==> src/rtl/core/cfir_pkg.sv <==
// ----------------------------------------------------------------------------
// cfir_pkg
// Shared types and constants of the complex-sample FIR filter.
// ----------------------------------------------------------------------------
package cfir_pkg;

	localparam int SAMPLE_W      = 16;   // Q1.15 samples, taps and outputs
	localparam int GAIN_W        = 16;   // unsigned Q8.8 gain
	localparam int TAP_IDX_W     = 6;
	localparam int NUM_TAPS_DEF  = 64;
	localparam logic [GAIN_W-1:0] GAIN_RESET = 16'd256;

	// Opcode of an input request.
	localparam logic OP_LOAD   = 1'b0;
	localparam logic OP_FILTER = 1'b1;

	// Control from the sequencer to the multiply-accumulate unit.
	typedef struct packed {
		logic clr;   // start a new sum
		logic vld;   // read data of one tap is present this cycle
	} mac_ctrl_t;

endpackage

==> src/rtl/core/cfir_mac.sv <==
// ----------------------------------------------------------------------------
// cfir_mac
// Shared complex-by-real multiply-accumulate unit, one tap per cycle.
// ----------------------------------------------------------------------------
module cfir_mac #(
	parameter int ACC_W = 38
) (
	input  logic                                clk,
	input  logic                                arst_n,
	input  cfir_pkg::mac_ctrl_t                 ctrl,
	input  logic signed [cfir_pkg::SAMPLE_W-1:0] din_re,
	input  logic signed [cfir_pkg::SAMPLE_W-1:0] din_im,
	input  logic signed [cfir_pkg::SAMPLE_W-1:0] weight,
	output logic signed [ACC_W-1:0]             acc_re,
	output logic signed [ACC_W-1:0]             acc_im,
	output logic                                busy
);

	import cfir_pkg::*;

	localparam int PROD_W = 2 * SAMPLE_W;

	logic signed [PROD_W-1:0] prod_re_s2;
	logic signed [PROD_W-1:0] prod_im_s2;
	logic                     vld_s2;
	logic signed [ACC_W-1:0]  acc_re_q;
	logic signed [ACC_W-1:0]  acc_im_q;

	always_ff @(posedge clk) begin
		prod_re_s2 <= din_re * weight;
		prod_im_s2 <= din_im * weight;
	end

	always_ff @(posedge clk or negedge arst_n) begin
		if (!arst_n) begin
			vld_s2   <= 1'b0;
			acc_re_q <= '0;
			acc_im_q <= '0;
		end else begin
			vld_s2 <= ctrl.vld;
			if (ctrl.clr) begin
				acc_re_q <= '0;
				acc_im_q <= '0;
			end else if (vld_s2) begin
				acc_re_q <= acc_re_q + {{(ACC_W-PROD_W){prod_re_s2[PROD_W-1]}}, prod_re_s2};
				acc_im_q <= acc_im_q + {{(ACC_W-PROD_W){prod_im_s2[PROD_W-1]}}, prod_im_s2};
			end
		end
	end

	assign acc_re = acc_re_q;
	assign acc_im = acc_im_q;
	assign busy   = vld_s2;

endmodule

==> config.mk <==
export PLATFORM = sky130hd
export DESIGN_NAME = cfir_mac
export DESIGN_NICKNAME = d
export VERILOG_FILES = /design/src/rtl/core/cfir_pkg.sv /design/src/rtl/core/cfir_mac.sv
export SDC_FILE = /design/constraint.sdc
export NUM_CORES = 2
export LEC_CHECK = 0
export BUFFER_PORTS_ARGS = -buffer_cell sky130_fd_sc_hd__buf_2
export CORE_ASPECT_RATIO = 1.2
export CORE_MARGIN = 2
export CORE_UTILIZATION = 62
export DETAILED_ROUTE_END_ITERATION = 8
export HOLD_SLACK_MARGIN = 0.06
export PLACE_DENSITY = 0.85
export SLEW_MARGIN = 20
export SYNTH_ARGS = -nofsm -noshare
export SYNTH_HDL_FRONTEND = slang
export SYNTH_SLANG_ARGS = --single-unit
==> constraint.sdc <==
create_clock -name clk -period 4 [get_ports clk]
set_clock_uncertainty 0.1 [all_clocks]
set_input_delay 0.8 -clock clk [delete_from_list [all_inputs] [get_ports clk]]
set_output_delay 0.8 -clock clk [all_outputs]
set_load 0.02 [all_outputs]
## Yosys cells after proc, flatten, opt, wreduce, memory -nomap -nowiden

Cells that the tools add are included.

- RAM bits: 0
- Flip-flop bits (word level): 141
- Memory bits (read-only): 0
- Memories kept: 0
- Input bits: 52
- Logic and storage cells: 14
- Bits in latches: 0

- Bitwise gates (word level): 0
- Multipliers: 2
- Add/subtract/negate cells: 2
- Equal/unequal tests: 0
- $lt $le $gt $ge: 0
- Shift-type cells: 0
- Muxes and demuxes: 4
- Divide/modulo/power cells: 0
- Reductions and logical operators: 1

Operator list:

| cell | count |
|---|---|
| $mux W38 | 4 |
| $add A38 B38 Y38 | 2 |
| $mul A16 B16 Y32 | 2 |
| $reduce_bool A2 Y1 | 1 |

## Longest topological paths before layout

- Depth in word-level cells: 3
- Depth in mapped cells: 25

## Worst setup path before layout

No wires, ideal clock.

- Kind: input-to-reg
- Start point: input din_im[15] (netlist bit)
- End point: register prod_im_s2[31]
- Setup time: 0.072 ns
- Path slack: -2.542 ns
- Data required time: 3.828 ns
- Buffers on the path: 1
- Cell stages on the path: 22
- Arrival time: 6.370 ns
- Cells stage by stage: clkbuf_1 > nand2_1 > inv_1 > fa_1 > fa_1 > fa_1 > fa_1 > fa_1 > inv_1 > fa_1 > inv_1 > ha_1 > inv_1 > o21bai_1 > a21o_1 > a21o_1 > a21o_1 > a22oi_1 > a21oi_1 > a21o_1 > a21oi_1 > xnor2_1

- Longest elaborated chain between the ends: 1

RTL lines:

| element | RTL line | text |
|---|---|---|
| from (decl) | cfir_mac.sv:12 | `input logic signed [cfir_pkg::SAMPLE_W-1:0] din_im,` |
| $mul A16 B16 Y32 | cfir_mac.sv:31 | `prod_im_s2 <= din_im * weight;` |
| to (signal assigned) | cfir_mac.sv:31 |  |
| to (decl) | cfir_mac.sv:24 | `logic signed [PROD_W-1:0] prod_im_s2;` |

Every way passes these cells.
A chain may end at the register's enable or synchronous reset.

## Final worst setup path

- Start point: input weight[8] (netlist bit)
- End point: register prod_re_s2[28]

- Longest elaborated chain between the ends: 1

RTL lines:

| element | RTL line | text |
|---|---|---|
| from (decl) | cfir_mac.sv:13 | `input logic signed [cfir_pkg::SAMPLE_W-1:0] weight,` |
| $mul A16 B16 Y32 | cfir_mac.sv:30 | `prod_re_s2 <= din_re * weight;` |
| to (signal assigned) | cfir_mac.sv:30 |  |
| to (decl) | cfir_mac.sv:23 | `logic signed [PROD_W-1:0] prod_re_s2;` |

Every way passes these cells.

==> results.json <==
{
  "synth_nets": 3758,
  "critPathMaxFanout": 10,
  "synthesis.area_mm2": 0.0272,
  "ys_seq_elements": 141,
  "synth_edf_count": 0,
  "post_drt_wl_per_cell_um": 22.3,
  "synth-main-ff-cell": "dfrtp_1",
  "start_util_pct": 62.5,
  "synth.area.top_cells": "fa_1 39%, ha_1 11%, inv_1 8.1%, dfrtp_1 7.1%, and2_1 5.8%",
  "grtUsageTotal_pct": 35.6,
  "cts_num_sinks": 141,
  "status": "complete, but fails checks",
  "fmax_mhz": 157,
  "final_nets": 4194,
  "critPathCaptureType": "flop",
  "r2r-start": "acc_im[0]$_DFFE_PN0P_",
  "coreArea_mm2": 0.0436,
  "instances_no_fill": 3953,
  "synthCells": 2942,
  "fin_area_mm2": 0.0339,
  "fin_ws_ps": -2390,
  "ant_nets": 0,
  "root_buffer": "clkbuf_16",
  "synth_top_cell_by_area": "fa_1",
  "fin_crit_sh_pct": 160,
  "reg2reg_to": "acc_im[36]$_DFFE_PN0P_",
  "num_rows": 84,
  "crit_type": "in -> reg",
  "dr.pass1.iters": 7,
  "vias": 24300,
  "fp.dieH_um": 234,
  "min_path_type": "in -> async",
  "finalCriticalPeriod_ps": 6390,
  "reg2reg_slack_ps": 170,
  "insertion_delay_ps": 460,
  "dp_cells": 3829,
  "area_delta_synth_final_pct": 24.5,
  "startpoint": "weight[8]",
  "numCtsBuffers": 17,
  "port_buffers": 128,
  "setup_viol": 51,
  "synth_seq_area_share_pct": 11.8,
  "slew_viol_final": 0,
  "crit_path_start_kind": "input pin",
  "clockBufferDepth": 2,
  "grt_pass1_wl_um": 127000,
  "drc": 0,
  "grt_pass1_vias": 26000,
  "worst_ep_required_time_ps": 4250,
  "die_w_um": 195,
  "dpl_worst_slack_ps": -2830,
  "drive_above_1_share_pct": 25.4,
  "clkSlewWorstSetupHoldPaths_ps": 60,
  "die_area_mm2": 0.0456,
  "rsz0062_at_grt": "true",
  "cts_hold_buf": 0,
  "post_dp_cell_area_mm2": 0.0312,
  "rr_worst_depth": 13,
  "tightest_slew_ps": 1110,
  "grt_max_degree": 63,
  "async_flop_share_pct": 54.6,
  "synth_cell_types": 69,
  "place.gp.congestion": 0.947,
  "vias_per_cell": 6.15,
  "violations": "negative setup slack",
  "synth_area_per_cell_um2": 9.26,
  "first_iter_violations": 2743,
  "arrival_ps": 6630,
  "relSlewSlack_pct": 26.0,
  "yosysWarnings": 0,
  "hold_viol": 0,
  "grt_overflow_total": 0,
  "maxCapViolations": 0,
  "crit_end": "prod_re_s2[28]$_DFF_P_",
  "cts_tree": "built",
  "htree_levels": 4,
  "drt-total-wl_um": 88300,
  "io_pins": 129,
  "dp_hpwl_um": 56700,
  "antenna_found_initial": 2,
  "yosysTopAreaCellShare_pct": 38.7,
  "fin_setup_tns_ps": -83580
}
[cells in the final DEF (no fill, tap or decap), types with 59 or more instances in the layout]
cell type    n
a21oi_1     87
a21o_1      65
dfxtp_1     64
buf_4      331
dfrtp_1     76
nand2_1    252
inv_2       59
fa_1       492
nor2_1     139
xnor2_1     91
buf_2       88
and2_1     211
inv_1      524
ha_1       196
[worst min path at each step]
| stage | depth (start not counted) | slack [ps] | to | startpoint |
|---|---|---|---|---|
| after detailed placement | 1 | 430 | acc_re[35]$_DFFE_PN0P_ | acc_re[35]$_DFFE_PN0P_ |
| after floorplan | 0 | 400 | acc_im[0]$_DFFE_PN0P_ | arst_n |
| after CTS | 1 | 260 | acc_re[10]$_DFFE_PN0P_ | arst_n |
| after global placement | 1 | 420 | acc_im[36]$_DFFE_PN0P_ | acc_im[36]$_DFFE_PN0P_ |
| final | 1 | 230 | acc_re[13]$_DFFE_PN0P_ | arst_n |
| after global routing | 1 | 280 | acc_re[13]$_DFFE_PN0P_ | arst_n |
[kinds of logic (layout without fill, tap and decap cells)]
group	after synthesis	count (layout)	synth area share, %
mux	44	44	1.62
fa+ha+maj	764	764	49.6
xor+xnor	132	132	4.24
other cells	0	3	0
simple gates	813	813	14.7
compound gates	360	360	8.59
flops	141	141	11.8
buf+inv	688	1137	9.48
[layout make-up]
class	instances	area [µm²]
clock inverters	7	91.3
flip-flops and latches	141	3210
well taps	559	699
diodes	3	7.51
inverters	587	2210
clock buffers	25	475
multi-input cells	2113	22800
fillers	2428	9700
repair buffers	518	4400
[routing by layer]
layer	track usage, %	up-vias	part of all wire [%]
met5	0	-	0.015
met2	63.5	1766	49
met1	38.7	11900	32
met4	22.9	2	9.0
met3	6.96	716	10
li1	-	9952	-
[through the flow]
| stage | hold WS, ps | utilization (%) |
|---|---|---|
| after detailed placement | 431 | 71.4 |
| after global placement | 416 | 71.4 |
| after CTS | 264 | 75.9 |
| final | 228 | 77.8 |
| after floorplan | 404 | - |
| after global routing | 279 | 77.7 |
[cells in the mapped netlist, types with 8 or more instances]
cell type and instances:
nand2b_1 20, nor2b_1 19, nand3_1 24, xnor2_1 98, o21ai_0 37, nand4_1 8
and2_1 253, fa_1 526, o21ai_1 9, dfrtp_1 77, clkbuf_1 97, o21bai_1 16
a21o_1 65, o21a_1 15, mux2i_1 44, xor2_1 34, or3_1 11, a22o_1 9
dfxtp_1 64, nor3_1 20, a211oi_1 13, ha_1 238, inv_1 586, nand2_1 274
a21oi_1 127, nor2_1 152
[what timing repair did]
| item | CTS | global route |
|---|---|---|
| pin swaps | 162 | 146 |
| buffers inserted | 57 | 50 |
| setup endpoints to repair | 52 | 51 |
| gates resized for setup | 256 | 153 |
| gates cloned | 4 | 2 |
[state kept, by name, indices dropped and copies added (netlist names)]
register and count:
busy 1, acc_im 38, prod_im_s2 32, acc_re 38, prod_re_s2 32
[critical path, stage by stage]
cell and delay [ps]:
buf_12 100, bufbuf_16 270, nand2_1 70, fa_1 470, inv_1 240, fa_2 320
inv_2 70, fa_1 520, inv_2 50, fa_1 520, fa_1 560, inv_2 50
fa_1 490, inv_2 50, ha_4 280, o221ai_4 90, nor3_2 190, o31a_1 230
o211ai_1 190, a21oi_2 240, nor2_2 70, a21oi_2 190, a41oi_2 160, buf_4 160
nor2b_4 120, xnor2_1 120
Power is not shown: default switching activity piles up to over one toggle a cycle in this logic, so the estimate is an artifact.
