===== config.mk =====
export PLATFORM = sky130hd
export DESIGN_NAME = cfir_ram
export DESIGN_NICKNAME = d
export VERILOG_FILES = /design/src/rtl/core/cfir_ram.sv
export SDC_FILE = /design/constraint.sdc
export NUM_CORES = 1
export LEC_CHECK = 0
export BUFFER_PORTS_ARGS = -buffer_cell sky130_fd_sc_hd__buf_2
export CAP_MARGIN = 15
export CORE_MARGIN = 10
export CORE_UTILIZATION = 25
export DETAILED_ROUTE_END_ITERATION = 8
export SLEW_MARGIN = 5
export SYNTH_ARGS = -nofsm -noshare
export SYNTH_HDL_FRONTEND = slang
export SYNTH_SLANG_ARGS = --single-unit

===== constraint.sdc =====
create_clock -name clk -period 4.05 [get_ports clk]
set_clock_uncertainty 0.2 [all_clocks]
set_input_delay 0.405 -clock clk [delete_from_list [all_inputs] [get_ports clk]]
set_output_delay 0.405 -clock clk [all_outputs]
set_load 0.005 [all_outputs]

===== src/rtl/core/cfir_ram.sv =====
// ----------------------------------------------------------------------------
// cfir_ram
// Generic single-write, single-read RAM with a registered read port.
// ----------------------------------------------------------------------------
module cfir_ram #(
	parameter int WIDTH = 16,
	parameter int DEPTH = 64
) (
	input  logic                     clk,
	input  logic                     we,
	input  logic [$clog2(DEPTH)-1:0] waddr,
	input  logic [WIDTH-1:0]         wdata,
	input  logic [$clog2(DEPTH)-1:0] raddr,
	output logic [WIDTH-1:0]         rdata
);

	logic [WIDTH-1:0] mem_q [DEPTH];

	always_ff @(posedge clk) begin
		if (we) begin
			mem_q[waddr] <= wdata;
		end
		rdata <= mem_q[raddr];
	end

endmodule


* Word-level counts from Yosys, hierarchy flattened
Memory sizes are Yosys's and may differ from the RTL's. A register that Yosys moved wholly into a read port is not among the register bits. Index checks and enable logic that the tools add are counted. W data, S select, Z words.
Storage, ports and cells: flip-flop bits (word level) 0, input port bits 30, memories kept 1, RAM bits 1024, word-level logic and storage cells 3, output and inout bits 16
Operators by class: muxes and demuxes 2
Memories:
- mem_q | depth 64, bits a word 16, read ports 1, clocked after Yosys merged registers in 1, write ports 1, line 17 | logic [WIDTH-1:0] mem_q [DEPTH];
Operators with widths (number):
- $mux W1 | 2

* Depth between registers and ports, before layout
Gate-level depths: netlist of the first run.
depth after elaboration 2, mapped depth 10, gate-level depth less buffers 5

* Worst setup path before layout of the first run
No wires, ideal clock.
kind input to register, start input port waddr[3], end memory mem_q[48][0], enable pin, path slack 1.410 ns, stages on the path 4, buffers on the path 1, data required time 3.441 ns, data arrival time 2.031 ns, setup time 0.409 ns, path through clkbuf_1 > nor2b_1 > nand4b_1 > nor3_1
RTL lines:
- start, declared | line 11 | input logic [$clog2(DEPTH)-1:0] waddr,
- end, declared | line 17
No word-level cell before the write port.

==> summary.txt, run 1 <==
CP top delay family - compound AO/OA/AOI/OAI gates
maxcap violations - 0
startpoint types - input port
worst rel slew slack - 20.8%
clock sinks - 1040
CP Capture Type - register
cts repair resizes - 0
Final Critical Period - 2.69 ns
Pins Over Slew Limit - 0
minimum hold slack - 0.118 ns
Starting Density - 25.2%
Worst Path Arrival - 3.03 ns
Synth Instances - 1829
period utilization - 66.5%
Distinct cells, synth - 43
most frequent cells in the layout - edfxtp_1, mux4_2, buf_4
total grt overflow - 0
routability cong. - 0.776
slowest library cell on the worst path - a221oi_1
Total Routing Usage GR - 11.2%
Clock H-tree levels - 3
1st-pass router iterations - 5
Syn Area/Cell - 21.9 sq um
most common cell type on the critical path - a221oi_1
Pwr Density - 485 nW/um^2
die area - 177000 sq um
CORE AREA - 159000 sq um
postcts setup bufs - 0
clk buf depth - 3
Worst Tran Pin Value - 1.19 ns
CTS root buf - clkbuf_16
Synth Register Bits - 1040
share of layout cells above drive strength 1 - 27.7%
CP max stage delay - 0.68 ns
Setup CP Type - input port to register
RSZ-0062 raised after global routing - false
commonest non-fill, non-tap cell in the layout - edfxtp_1
Min-Delay Path Class - input port to register
cts hold-fix bufs - 0
Final Net Count - 2037
fmax - 372 MHz
antenna violations before repair - 14
Ys Warns - 0
Pleak - 14.5 nW
DRC errors left - 0
register area share after synthesis - 77.6%
vias in the first global route - 19392
DP Wirelength - 62.5 mm
I/O pin cnt - 46
CTS tree - yes
first-pass GRT wire length - 146 mm
vias post-DR - 19168
Initial DRC Count - 2033
PortBufs - 45
Crit Path Max Fanout - 65
Reg clk slew, reported paths - 0.06 ns
die width - 420 microns
number of buffers created by CTS - 106
Mapped Nets - 1859
crit path cell chain - buf_6, buf_12, nor2b_1, a221oi_1, a221oi_1, a311oi_1
final hold violations - 0
pin count of the biggest net entering global routing - 66
CP bufs+invs - 2
outcome - completed
Routed WL - 101 mm
row count - 146
antenna viol nets, final - 0
setup TNS after final layout - 0 ns
Clock Latency Late Sink - 0.69 ns
Wirelength per Cell - 24.3 microns
Required @ worst endpoint - 4.39 ns
Die H - 420 microns
vias per cell - 4.60
final setup fails - 0
VDD IR max - 0.369 mV
mapped cell area - 40000 sq um
Area growth syn-to-layout - 16.5%
cell usage after synthesis, drive strengths merged:
| library cell | instances | area [sq um] |
|---|---|---|
| a211o | 8 | 70.1 |
| a211oi | 8 | 60.1 |
| a21oi | 17 | 85.1 |
| a221o | 6 | 60.1 |
| a221oi | 16 | 140 |
| a22o | 6 | 52.6 |
| a22oi | 39 | 293 |
| a311oi | 8 | 70.1 |
| a31oi | 8 | 50.1 |
| a41oi | 5 | 43.8 |
| and2 | 2 | 12.5 |
| and4 | 5 | 43.8 |
| buf | 77 | 626 |
| clkbuf | 27 | 108 |
| dfxtp | 16 | 320 |
| edfxtp | 1024 | 30700 |
| mux2 | 27 | 304 |
| mux2i | 85 | 851 |
| mux4 | 224 | 5060 |
| nand2 | 60 | 233 |
| nand2b | 3 | 18.8 |
| nand3 | 24 | 120 |
| nand3b | 2 | 15.0 |
| nand4 | 12 | 75.1 |
| nand4b | 1 | 8.76 |
| nor2 | 74 | 283 |
| nor2b | 30 | 188 |
| nor3 | 2 | 10.0 |
| nor4 | 3 | 37.5 |
| o21ai | 8 | 40.0 |
| or3 | 1 | 6.26 |
| or3b | 1 | 8.76 |
through the flow:
| step | utilization [%] | total power, mW | worst slack, ns | area, sq um | std cells |
|---|---|---|---|---|---|
| after floorplan | - | 12.8 | 1.41 | 40000 | 1829 |
| after global placement | 27.2 | 13.3 | 0.653 | 43200 | 3971 |
| after detailed placement | 27.2 | 13.3 | 0.664 | 43200 | 3971 |
| after CTS | 29.4 | 22.8 | 1.40 | 46600 | 4167 |
| after global routing | 29.4 | 23.3 | 1.31 | 46600 | 4167 |
| final | 29.4 | 22.6 | 1.36 | 46700 | 4170 |
routing by layer:
layer	up-vias	part of all wire, %	global-route usage (%)
met2	663	49	18.5
met1	10304	43	15.2
met4	6	2.5	3.03
met3	156	5.6	1.92
li1	8039	-	-
met5	-	0.036	0
area by class of cell:
type                       count  area (sq um)
antenna                        3          7.51
clock buffer                 145          2870
clock inverter                51           533
fill                       15202        112000
multi-input combinational    685          8260
sequential                  1040         31100
tap                         2072          2590
timing repair buffer         174          1320
cells by family after synthesis:
family | synth area share (%)
buffers and inverters | 1.83
AND/OR/NAND/NOR | 2.65
AO/OA/AOI/OAI | 2.41
multiplexers | 15.5
flip-flops | 77.6
sequential cells by signal, indices dropped and copies added, names as in the netlist:
register  count
mem_q      1024
rdata        16
worst reg2reg max path, cell delays in order, from the launching register on:
cell      delay, ns
edfxtp_1       0.37
mux4_2         0.48
mux2i_1        0.58
a22oi_1        0.17
a31oi_1        0.43
a311oi_1       0.10
path summary, 6_finish.rpt:
path	endpoint	depth (start not counted)	slack [ns]	start
hold / removal	mem_q[53][3]	3	0.12	waddr[2]
setup / recovery	rdata[3]	6	1.36	raddr[1]
hold reg to reg	rdata[12]	4	0.67	mem_q[18][12]
setup reg to reg	rdata[9]	5	1.59	mem_q[7][9]
where the power goes:
part / switching (mW) / leakage [nW] / internal (mW) / total, mW
clock network: 4.05 / 1.66 / 5.49 / 9.55
registers: 0.0531 / 9.35 / 11.9 / 12.0
logic: 0.717 / 3.47 / 0.407 / 1.12
Note: power is estimated with default switching activity, not from simulation.
==> run 2: changes to the inputs <==
- clock period: 4.05 -> 2.7 ns (I/O delays scaled with it)
==> run 2 against run 1 <==
Compared with the run above: clock-buffer cell count fell by 2; largest cell class unchanged; first-iteration DRC count fell by 0.89%; cell count rose by 2.4%; sequential power rose by 49%; power rose by 48%; highest routed layer unchanged.
==> summary.txt, run 2 (synthesis gave the netlist of run 1 again) <==
Total Power - 33.6 mW (was 22.6 mW)
Cell Count, Final, Fillers Out - 4268 (was 4170)
Reg-to-Reg End - rdata[13] (was rdata[9])
CTS tree - yes (unchanged)
FILL cells - 15221 (was 15202)
antenna viol nets, final - 0 (unchanged)
Final Critical Period - 2.35 ns
hold depth - 1 (was 3)
number of buffers created by CTS - 105 (was 106)
cts repair resizes - 0 (unchanged)
vias post-DR - 19300 (was 19168)
Setup CP Type - input port to register (unchanged)
Starting Density - 25.2% (unchanged)
Reg2Reg Launch Point - mem_q[58][13] (was mem_q[7][9])
Hold Path Sink - mem_q[29][13] (was mem_q[53][3])
top flop regs - mem_q x1024, rdata x16 (unchanged)
FF/Latch Area - 31100 sq um (unchanged)
Area growth syn-to-layout - 18.9% (was 16.5%)
R2R setup slack - 0.38 ns (was 1.59 ns)
slowest library cell on the worst path - a221oi_1 (unchanged)
CP max stage delay - 0.70 ns (was 0.68 ns)
Pwr Density - 706 nW/um^2 (was 485 nW/um^2)
worst rel slew slack - 40.3% (was 20.8%)
1st-pass router iterations - 5 (unchanged)
Routed WL - 99.9 mm (was 101 mm)
Placed Cells - 4055 (was 3971)
PortBufs - 45 (unchanged)
CTS root buf - clkbuf_16 (unchanged)
crit path cell chain - dlygate4sd3_1, buf_2, nand2_1, buf_4, a221oi_1, a311oi_1 (was buf_6, buf_12, nor2b_1, a221oi_1, a221oi_1, a311oi_1)
clock sinks - 1040 (unchanged)
Worst Path Arrival - 2.67 ns (was 3.03 ns)
vias in the first global route - 19663 (was 19392)
Worst Hold Launch - wdata[13] (was waddr[2])
max reg flops - 1024 (unchanged)
total grt overflow - 0 (unchanged)
Min-Delay Path Class - input port to register (unchanged)
outcome - completed (unchanged)
Worst Tran Pin Value - 0.895 ns (was 1.19 ns)
startpoint types - input port (unchanged)
Required @ worst endpoint - 3.02 ns (was 4.39 ns)
CP Capture Type - register (unchanged)
cells on worst reg2reg path - 4 (was 5)
Crit Path Max Fanout - 12 (was 65)
period utilization - 86.9%
die area - 177000 sq um (unchanged)
final hold violations - 0 (unchanged)
first-pass GRT wire length - 144 mm (was 146 mm)
Largest Register - mem_q (unchanged)
CORE AREA - 159000 sq um (unchanged)
DP Wirelength - 63.5 mm (was 62.5 mm)
vias per cell - 4.52 (was 4.60)
Wirelength per Cell - 23.4 microns (was 24.3 microns)
Die H - 420 microns (unchanged)
setup TNS after final layout - 0 ns (unchanged)
Reg clk slew, reported paths - 0.06 ns (about the same)
I/O pin cnt - 46 (unchanged)
Pleak - 15.0 nW (was 14.5 nW)
final setup fails - 0 (unchanged)
Clock Latency Late Sink - 0.68 ns (was 0.69 ns)
multi-input logic area - 8260 sq um (about the same)
Clock H-tree levels - 3 (unchanged)
most frequent cells in the layout - edfxtp_1, mux4_2, buf_4 (unchanged)
maxcap violations - 0 (unchanged)
routability cong. - 0.781 (was 0.776)
RSZ-0062 raised after global routing - false (unchanged)
row count - 146 (unchanged)
DRC errors left - 0 (unchanged)
fmax - 426 MHz
Total Routing Usage GR - 11.1% (was 11.2%)
die width - 420 microns (unchanged)
Final Net Count - 2133 (was 2037)
commonest non-fill, non-tap cell in the layout - edfxtp_1 (unchanged)
share of layout cells above drive strength 1 - 30.4% (was 27.7%)
Initial DRC Count - 2015 (was 2033)
clk buf depth - 3 (unchanged)
VDD IR max - 0.477 mV (was 0.369 mV)
pin count of the biggest net entering global routing - 65 (was 66)
antenna violations before repair - 18 (was 14)
postcts setup bufs - 0 (unchanged)
Pins Over Slew Limit - 0 (unchanged)
[run 2: cell types whose count changed in the layout (fill, tap and decap cells not counted), moves of 2 or more]
cell and delta:
bufinv_16 -4, clkinvlp_4 +2, dlygate4sd3_1 +13, clkbuf_1 -2, clkinv_2 +8, buf_12 +26, diode_2 +2, clkinv_1 -2
buf_4 +58
[run 2: cell type report]
class	count	share of cell area [%]
tap	2072	5.45
multi-input combinational	685	17.3
timing repair buffer	271	5.05
sequential	1040	65.3
antenna	5	0.0263
clock inverter	52	0.838
clock buffer	143	6.04
[run 2: worst max path at each step]
stage / from / to / slack (ns) / cells after the start
finish: raddr[5] / rdata[13] / 0.35 / 6
global route: mem_q[58][1] / rdata[1] / 0.32 / 4
CTS: raddr[5] / rdata[5] / 0.34 / 6
detailed placement: raddr[0] / rdata[1] / -0.28 / 6
global placement: raddr[0] / rdata[1] / -0.36 / 6
floorplan: waddr[3] / mem_q[48][0] / 0.20 / 4
[run 2: critical path, delay by kind of cell]
kind / cells / cell delay [ns]
compound gates: 2 / 0.79
buf+inv: 3 / 1.26
simple gates: 1 / 0.35
[run 2: through the flow]
step / setup slack (ns) / utilization (%) / hold WS, ns / instance area, sq um
final: 0.353 / 30.0 / 0.0480 / 47600
after global routing: 0.317 / 30.0 / 0.0625 / 47600
after CTS: 0.337 / 30.0 / 0.0187 / 47600
after detailed placement: -0.279 / 27.8 / 0.469 / 44200
after global placement: -0.356 / 27.8 / 0.467 / 44200
after floorplan: 0.195 / - / 0.169 / 40000
[run 2: report_power, final]
part / leakage [nW] / switching [mW] / internal, mW
Clock: 1.61 / 5.98 / 7.85
Combinational: 4.04 / 1.10 / 0.741
Sequential: 9.35 / 0.0643 / 17.9
Total: 15.0 / 7.14 / 26.5
[run 2: per-layer routing]
layer  part of all wire, %  track usage (%)  vias to the layer above
li1                      -                -                     8245
met1                    43             15.1                    10320
met2                    49             18.5                      568
met3                   5.2             1.62                      161
met4                   2.7             3.23                        6
met5                 0.041                0                        -
[run 2: repair_timing]
item	in CTS	in global routing
hold endpoints to repair	316	0
endpoints found under the setup margin	0	0
hold buffers	13	0
==> run 3: changes to the inputs <==
- clock period: 2.7 -> 2.4 ns (I/O delays scaled with it)
==> run 3 against run 2 <==
Compared with the run above: critical path depth unchanged; cell area increased by 1.6%; combinational power increased by 17%; first-iteration DRC count decreased by 6.4%; sequential power increased by 13%; clock power increased by 10%; critical path type is now register to register.
==> summary.txt, run 3 (synthesis gave the netlist of run 1 again) <==
outcome - completed (unchanged)
pin count of the biggest net entering global routing - 65 (unchanged)
Area growth syn-to-layout - 20.9% (was 18.9%)
PortBufs - 45 (unchanged)
Clock H-tree levels - 3 (unchanged)
DRC errors left - 0 (unchanged)
row count - 146 (unchanged)
share of layout cells above drive strength 1 - 31.8% (was 30.4%)
Min-Delay Path Class - input port to register (unchanged)
dpl cell area - 45100 sq um (was 44200 sq um)
max reg flops - 1024 (unchanged)
Pleak - 15.3 nW (was 15.0 nW)
CP Capture Type - register (unchanged)
fin area - 48400 sq um (was 47600 sq um)
startpoint types - register (was input port)
Setup CP Type - register to register (was input port to register)
most frequent cells in the layout - edfxtp_1, mux4_2, buf_4 (unchanged)
Worst Tran Pin Value - 0.977 ns (was 0.895 ns)
number of buffers created by CTS - 102 (was 105)
maxcap violations - 0 (unchanged)
DP Wirelength - 62.4 mm (was 63.5 mm)
clk buf depth - 3 (unchanged)
Starting Density - 25.2% (unchanged)
crit path cell chain - mux4_2, mux2i_1, a22oi_1, a31oi_2, buf_4, a311oi_1 (was dlygate4sd3_1, buf_2, nand2_1, buf_4, a221oi_1, a311oi_1)
Worst Path Arrival - 2.65 ns (was 2.67 ns)
routability cong. - 0.800 (was 0.781)
CTS root buf - clkbuf_16 (unchanged)
RSZ-0062 raised after global routing - false (unchanged)
vias post-DR - 19350 (was 19300)
CORE AREA - 159000 sq um (unchanged)
first-pass GRT wire length - 142 mm (was 144 mm)
postcts setup bufs - 0 (unchanged)
CP max stage delay - 0.49 ns (was 0.70 ns)
die width - 420 microns (unchanged)
Total Power - 37.5 mW (was 33.6 mW)
period utilization - 96.8%
FILL cells - 15097 (was 15221)
antenna viol nets, final - 0 (unchanged)
slowest library cell on the worst path - mux4_2 (was a221oi_1)
Placed Cells - 4093 (was 4055)
I/O pin cnt - 46 (unchanged)
vias per cell - 4.50 (was 4.52)
Wirelength per Cell - 22.7 microns (was 23.4 microns)
Cell Count, Final, Fillers Out - 4296 (was 4268)
fmax - 430 MHz
Pins Over Slew Limit - 0 (unchanged)
Final Critical Period - 2.32 ns
Crit Path Max Fanout - 1 (was 12)
Total Routing Usage GR - 10.9% (was 11.1%)
VDD IR max - 0.524 mV (was 0.477 mV)
vias in the first global route - 19723 (was 19663)
Initial DRC Count - 1886 (was 2015)
Reg clk slew, reported paths - 0.06 ns (about the same)
Routed WL - 97.6 mm (was 99.9 mm)
CP bufs+invs - 1 (was 3)
Die H - 420 microns (unchanged)
final setup fails - 0 (unchanged)
die area - 177000 sq um (unchanged)
Largest Register - mem_q (unchanged)
Clock Latency Late Sink - 0.66 ns (was 0.68 ns)
CP top delay family - multiplexers (was buffers and inverters)
Pwr Density - 775 nW/um^2 (was 706 nW/um^2)
CTS tree - yes (unchanged)
Final Net Count - 2168 (was 2133)
total grt overflow - 0 (unchanged)
Required @ worst endpoint - 2.72 ns (was 3.02 ns)
final hold violations - 0 (unchanged)
setup TNS after final layout - 0 ns (unchanged)
antenna violations before repair - 7 (was 18)
top flop regs - mem_q x1024, rdata x16 (unchanged)
commonest non-fill, non-tap cell in the layout - edfxtp_1 (unchanged)
clock sinks - 1040 (unchanged)
worst rel slew slack - 34.2% (was 40.3%)
1st-pass router iterations - 5 (unchanged)
==> run 3: changes by cell type in the layout (fill, tap and decap cells not counted), moves of 2 or more <==
cell,delta
buf_4,-7
inv_16,-2
a31oi_1,-3
nor2_2,+9
buf_12,+45
nor2_1,-9
clkinv_2,-5
clkbuf_16,-3
clkbuf_1,-7
diode_2,-3
a31oi_2,+3
clkinv_1,+10
==> run 3: worst register-to-register path, stage by stage, from the launching register on <==
cell      delay (ns)
edfxtp_1        0.37
mux4_2          0.49
mux2i_1         0.31
a22oi_1         0.25
a31oi_2         0.37
buf_4           0.18
a311oi_1        0.04
==> run 3: power by group <==
group	switching (mW)	internal [mW]	total, mW
combinational	1.24	0.920	2.16
clock	6.51	8.67	15.2
sequential	0.0738	20.1	20.2
total	7.82	29.7	37.5
==> run 3: area by class of cell <==
class / instances / area [sq um] / area share [%]
sequential: 1040 / 31100 / 64.2
clock buffer: 134 / 2790 / 5.76
timing repair buffer: 309 / 3250 / 6.73
clock inverter: 54 / 385 / 0.796
antenna: 2 / 5.00 / 0.0103
tap: 2072 / 2590 / 5.36
multi-input combinational: 685 / 8300 / 17.1
==> run 3: layer usage <==
metal / part of all wire, % / up-vias / GRT usage, %
li1: - / 8324 / -
met1: 43 / 10275 / 14.6
met2: 48 / 585 / 17.8
met3: 5.8 / 162 / 2.01
met4: 3.0 / 4 / 3.69
met5: 0.028 / - / 0
==> run 3: through the flow <==
step / hold WS [ns] / util (%) / setup WS [ns]
5_1_grt: 0.0635 / 30.5 / 0.00925
6_report: 0.0475 / 30.5 / 0.0762
4_1_cts: 0.0206 / 30.5 / 0.0330
3_3_place_gp: 0.455 / 28.4 / -0.494
2_1_floorplan: 0.139 / - / 0.00220
3_5_place_dp: 0.451 / 28.4 / -0.484
==> run 3: repair_timing <==
action                                 CTS  global route
resized for setup                        1             2
endpoints found under the hold margin  356             0
pin swaps                                0             1
setup endpoints to repair                1             3
hold buffers                            13             0
==> run 3: worst paths after layout <==
check	cells after the start	from	endpoint	slack, ns
min reg2reg	3	mem_q[32][4]	rdata[4]	0.67
max reg2reg	6	mem_q[5][11]	rdata[11]	0.08
min	1	wdata[4]	mem_q[6][4]	0.05
max	6	mem_q[5][11]	rdata[11]	0.08
